===== config.mk =====
export PLATFORM = sky130hd
export DESIGN_NAME = saes_ctrl
export DESIGN_NICKNAME = d
export VERILOG_FILES = /design/src/rtl/sorted_array_edge_search_top_defines.svh /design/src/rtl/saes_pkg.sv /design/src/rtl/saes_ctrl.sv
export SDC_FILE = /design/constraint.sdc
export NUM_CORES = 1
export LEC_CHECK = 0
export BUFFER_PORTS_ARGS = -buffer_cell sky130_fd_sc_hd__buf_2
export CAP_MARGIN = 20
export CORE_AREA = 2 2 39 41
export DETAILED_ROUTE_END_ITERATION = 10
export DIE_AREA = 0 0 41 43
export GPL_TIMING_DRIVEN = 0
export SETUP_SLACK_MARGIN = 0.5
export SLEW_MARGIN = 10
export SYNTH_ARGS = -nofsm -noshare
export SYNTH_HDL_FRONTEND = slang
export SYNTH_SLANG_ARGS = --single-unit

===== constraint.sdc =====
create_clock -name i_clk -period 2.6 [get_ports i_clk]
set_input_delay 0.39 -clock i_clk [delete_from_list [all_inputs] [get_ports i_clk]]
set_output_delay 0.39 -clock i_clk [all_outputs]
set_load 0.02 [all_outputs]

===== src/rtl/sorted_array_edge_search_top_defines.svh =====
// assertion macros for the sorted array edge search block
// used by sorted_array_edge_search_top only, no other dependencies
`ifndef SORTED_ARRAY_EDGE_SEARCH_TOP_DEFINES_SVH
`define SORTED_ARRAY_EDGE_SEARCH_TOP_DEFINES_SVH

// same-cycle implication, checked outside reset
`define SAES_ASSERT_NOW(label, clk, rst_n, pre, post) \
    label: assert property (@(posedge clk) disable iff (!(rst_n)) (pre) |-> (post)) \
        else $error("saes same-cycle check failed");

// next-cycle implication, checked outside reset
`define SAES_ASSERT_NEXT(label, clk, rst_n, pre, post) \
    label: assert property (@(posedge clk) disable iff (!(rst_n)) (pre) |=> (post)) \
        else $error("saes next-cycle check failed");

`endif


===== src/rtl/saes_pkg.sv =====
// shared constants, codes and types for the sorted array edge search block
// no dependencies
`default_nettype none

package saes_pkg;

    localparam int unsigned DEPTH  = 1024;
    localparam int unsigned ADDR_W = $clog2(DEPTH);
    localparam int unsigned POS_W  = $clog2(DEPTH + 1);
    localparam int unsigned DATA_W = 32;
    localparam int unsigned CFG_W  = 11;
    localparam int unsigned OP_W   = 2;

    // request operation codes
    typedef enum logic [OP_W-1:0] {
        OP_WRITE = 2'd0,
        OP_LEFT  = 2'd1,
        OP_RIGHT = 2'd2,
        OP_NONE  = 2'd3
    } t_op;

    // controller states
    typedef enum logic [1:0] {
        ST_IDLE   = 2'd0,
        ST_SEARCH = 2'd1,
        ST_CHECK  = 2'd2
    } t_state;

    // controller to datapath commands
    typedef struct packed {
        logic wr;
        logic start;
        logic strict;
        logic step;
        logic out_load;
    } t_dp_cmd;

    // datapath to controller status
    typedef struct packed {
        logic done;
        logic empty;
    } t_dp_stat;

endpackage

`default_nettype wire


===== src/rtl/saes_ctrl.sv =====
// controller: request decode, search sequencing and response valid
// depends on saes_pkg
`default_nettype none

module saes_ctrl (
    input  wire logic                        i_clk,
    input  wire logic                        i_rst_n,
    input  wire logic                        i_in_valid,
    input  wire logic [saes_pkg::OP_W-1:0]   i_op,
    input  wire logic                        i_out_ready,
    input  wire saes_pkg::t_dp_stat          i_stat,
    output logic                             o_in_ready,
    output logic                             o_out_valid,
    output saes_pkg::t_dp_cmd                o_cmd
);

    saes_pkg::t_state r_state;
    saes_pkg::t_state n_state;
    logic             r_out_valid;
    logic             n_out_valid;
    saes_pkg::t_op    req_op;

    assign req_op = saes_pkg::t_op'(i_op);

    // state and response valid registers
    always_ff @(posedge i_clk) begin
        if (!i_rst_n) begin
            r_state     <= saes_pkg::ST_IDLE;
            r_out_valid <= 1'b0;
        end else begin
            r_state     <= n_state;
            r_out_valid <= n_out_valid;
        end
    end

    // next state and commands
    always_comb begin
        n_state     = r_state;
        n_out_valid = r_out_valid && !i_out_ready;
        o_cmd       = '0;
        o_in_ready  = 1'b0;
        unique case (r_state)
            saes_pkg::ST_IDLE: begin
                o_in_ready = 1'b1;
                if (i_in_valid) begin
                    unique case (req_op) inside
                        saes_pkg::OP_WRITE: begin
                            o_cmd.wr = 1'b1;
                        end
                        saes_pkg::OP_LEFT, saes_pkg::OP_RIGHT: begin
                            o_cmd.start  = 1'b1;
                            o_cmd.strict = (req_op == saes_pkg::OP_RIGHT);
                            n_state      = (i_stat.empty || i_stat.done)
                                           ? saes_pkg::ST_CHECK : saes_pkg::ST_SEARCH;
                        end
                        default: begin
                            // unused code, request dropped
                        end
                    endcase
                end
            end
            saes_pkg::ST_SEARCH: begin
                o_cmd.step = 1'b1;
                if (i_stat.done) begin
                    n_state = saes_pkg::ST_CHECK;
                end
            end
            saes_pkg::ST_CHECK: begin
                // wait for the response register to free up
                if (!r_out_valid || i_out_ready) begin
                    o_cmd.out_load = 1'b1;
                    n_out_valid    = 1'b1;
                    n_state        = saes_pkg::ST_IDLE;
                end
            end
            default: begin
                n_state = saes_pkg::ST_IDLE;
            end
        endcase
    end

    assign o_out_valid = r_out_valid;

endmodule

`default_nettype wire


==> run_results.csv <==
group,metric,value,unit
grt,grtUsageTotal,0.06413,
floorplan,dieWidth,41,um
logic_synthesis,synth_compound_area_frac,0.1908,
power_and_ir_drop,powerDensity,515.4,nW/um^2
finish,nNetsFinal,54,
power_and_ir_drop,ir_worst_vdd,0.1723,mV
power_and_ir_drop,p_leak,0.1848,nW
floorplan,dieArea,1763,sq um
sta,tns,0,ns
routing,wirelength,456,um
routing,drc_errors,0,
logic_synthesis,synth_mux_area_frac,0,
grt,grt_pass1_wl,786,um
logic_synthesis,syn_area,216.5,sq um
floorplan,num_rows,14,
routing,dr.pass1.iters,1,
finish,area_growth_syn_to_layout,53.76,%
critical_path,max_stage_delay,0.32,ns
routing,antenna_left,0,
min_path,hold_path_class,"in2reg",
sta,layout_min_cycle_time,1.537,ns
clock_tree,path_clk_slew,0.04,ns
logic_synthesis,synthXorXnorAreaFrac,0,
clock_tree,cts_tree,"yes",
clock_tree,post_cts_buffers,0,
finish,fin_util,0.2405,
logic_synthesis,synthAdderAreaFrac,0.1156,
critical_path,critPathTopFamily,"adder cells",
sta,setup-violations-final,0,
sta,final_hold_viol_count,0,
flow_run,maxCapViolCount,0,
clock_tree,cts-resized-gates,0,
sta,report.final.slew_viol_count,0,
sta,grt_setup_unrepaired,"no",
sta,post-route-period-util,0.5913,
grt,globalRoute.totalOverflow,0,
critical_path,path_max_fanout,3,
sta,final.setup_skew,0.001750,ns
clock_tree,ctsHoldBuffers,0,
grt,grt_max_degree,7,
sta,max_freq,650.5,MHz
logic_synthesis,ys_seq_elements,3,
routing,wire_per_inst,7.729,um
logic_synthesis,yosysWarnings,0,
grt,grt_pass1_vias,215,
clock_tree,cts_made_buffers,3,
sta,worst_slew_pin_slew,0.1993,ns
logic_synthesis,ys_types,14,
status,status,"complete, no violations",
logic_synthesis,synth_seq_area_share,0.2775,
routing,drt_first_iter_violations,0,
clock_tree,clockBufferDepth,2,
placed_design,io_buffers,14,
logic_synthesis,synthSimpleGateAreaFrac,0.3468,
logic_synthesis,syn_inst,25,
finish,diodes,0,
floorplan,core_area,1384,sq um
clock_tree,clock-sinks,3,
clock_tree,cts.root.buffer_cell,"clkbuf_4",
clock_tree,insertion_delay,0.23,ns
clock_tree,cts.htree.levels,1,
sta,slew_headroom,0.8670,
logic_synthesis,syn_avg_cell_area,8.658,sq um
critical_path,path_cells,"buf_2 -> inv_1 -> ha_1 -> and3_1 -> buf_2",
placed_design,hpwlAfterDp,377.8,um
finish,drive_gt1_frac,0.4884,
logic_synthesis,synth_top_family_by_area,"simple AND/OR/NAND/NOR gates",
grt,grt_antenna_before_repair,0,
floorplan,pin_count,15,
critical_path,worst-path-buf-inv,3,
routing,num_vias,215,
critical_path,critPathLaunchType,"primary input",
finish,nFillCells,153,
floorplan,fp.dieH,43,um
logic_synthesis,syn-num-nets,35,
placed_design,routabilityCongestion,0.6480,
floorplan,start_util,0.1564,
critical_path,cpMostUsedCell,"buf_2",
critical_path,required,2.21,ns
critical_path,worstSetupPathType,"in2out",
routing,viasPerCell,3.644,
critical_path,slowest_stage,"ha_1",
critical_path,arrival,1.15,ns
critical_path,end_kind,"output pin",
cell usage after synthesis:
cell type  number  share of area
inv_1           4          0.069
o32ai_2         1          0.075
nor2b_1         3          0.087
a21o_2          1          0.040
nor2_2          1          0.029
and3_1          3          0.087
nand2b_1        2          0.058
o21ai_1         1          0.023
nor3_1          1          0.023
nand2b_4        1          0.064
ha_1            2           0.12
dfxtp_1         3           0.28
a31oi_1         1          0.029
a21oi_1         1          0.023
stage by stage:
stage / setup slack (ns) / instances / total power, mW / area (sq um) / hold WS, ns
after floorplan: 1.234 / 25 / 0.07511 / 216.5 / 0.4693
after global placement: 1.057 / 55 / 0.08899 / 306.5 / 0.5258
after detailed placement: 1.059 / 55 / 0.08931 / 306.5 / 0.5364
after CTS: 1.058 / 59 / 0.1760 / 332.8 / 0.3377
after global routing: 1.025 / 59 / 0.1884 / 332.8 / 0.3379
final: 1.063 / 59 / 0.1715 / 332.8 / 0.3445
sequential cells by signal, summed over array words and instances (netlist names):
signal       cells
o_out_valid      1
r_state          2
layer usage:
metal | GRT usage | vias up | routed length [um]
li1 | - | 120 | -
met1 | 0.08626 | 85 | 234
met2 | 0.08750 | 10 | 178
met3 | 0.01571 | 0 | 43
met4 | 0.04000 | 0 | 0
met5 | 0 | - | 0
cell type report:
| cell class | instances | area (sq um) | area share |
|---|---|---|---|
| multi-input cells | 18 | 141.4 | 0.4248 |
| repair buffers | 14 | 70.07 | 0.2105 |
| flip-flops and latches | 3 | 60.06 | 0.1805 |
| clock buffers | 4 | 26.28 | 0.07895 |
| well taps | 16 | 20.02 | 0.06015 |
| inverters | 4 | 15.01 | 0.04511 |
cell families after synthesis:
family,count (synthesis)
AOI/OAI and AO/OA,5
adders and majority gates,2
buffers and inverters,4
DFF,3
and+or+nand+nor,11
cells in the final DEF (no fill, tap or decap):
| master | synthesis | routed |
|---|---|---|
| buf_2 | 0 | 14 |
| inv_1 | 4 | 4 |
| nor2b_1 | 3 | 3 |
| and3_1 | 3 | 3 |
| clkbuf_4 | 0 | 3 |
| dfxtp_1 | 3 | 3 |
| nand2b_1 | 2 | 2 |
| ha_1 | 2 | 2 |
| nor2_2 | 1 | 1 |
| nand2b_4 | 1 | 1 |
| a31oi_1 | 1 | 1 |
| nor3_1 | 1 | 1 |
| a21o_2 | 1 | 1 |
| o21ai_1 | 1 | 1 |
| o32ai_2 | 1 | 1 |
| a21oi_1 | 1 | 1 |
| clkbuf_1 | 0 | 1 |
report_power, final:
part	switching, mW	internal (mW)	total (mW)
logic	0.0203	0.0171	0.0375
registers	0.00231	0.0483	0.0506
clock network	0.0258	0.0576	0.0835
total	0.0485	0.123	0.172
final timing paths:
path	startpoint	to	slack, ns	cells after the start
worst max-delay path	i_op[0]	o_cmd[3]	1.06	5
worst min-delay path	i_stat[1]	r_state[0]$_SDFFE_PN0P_	0.34	2
worst max register to register	r_state[0]$_SDFFE_PN0P_	r_state[1]$_SDFFE_PN0P_	1.75	3
worst min register to register	o_out_valid$_SDFF_PN0_	o_out_valid$_SDFF_PN0_	0.54	2
(Power assumes the default switching activity.)
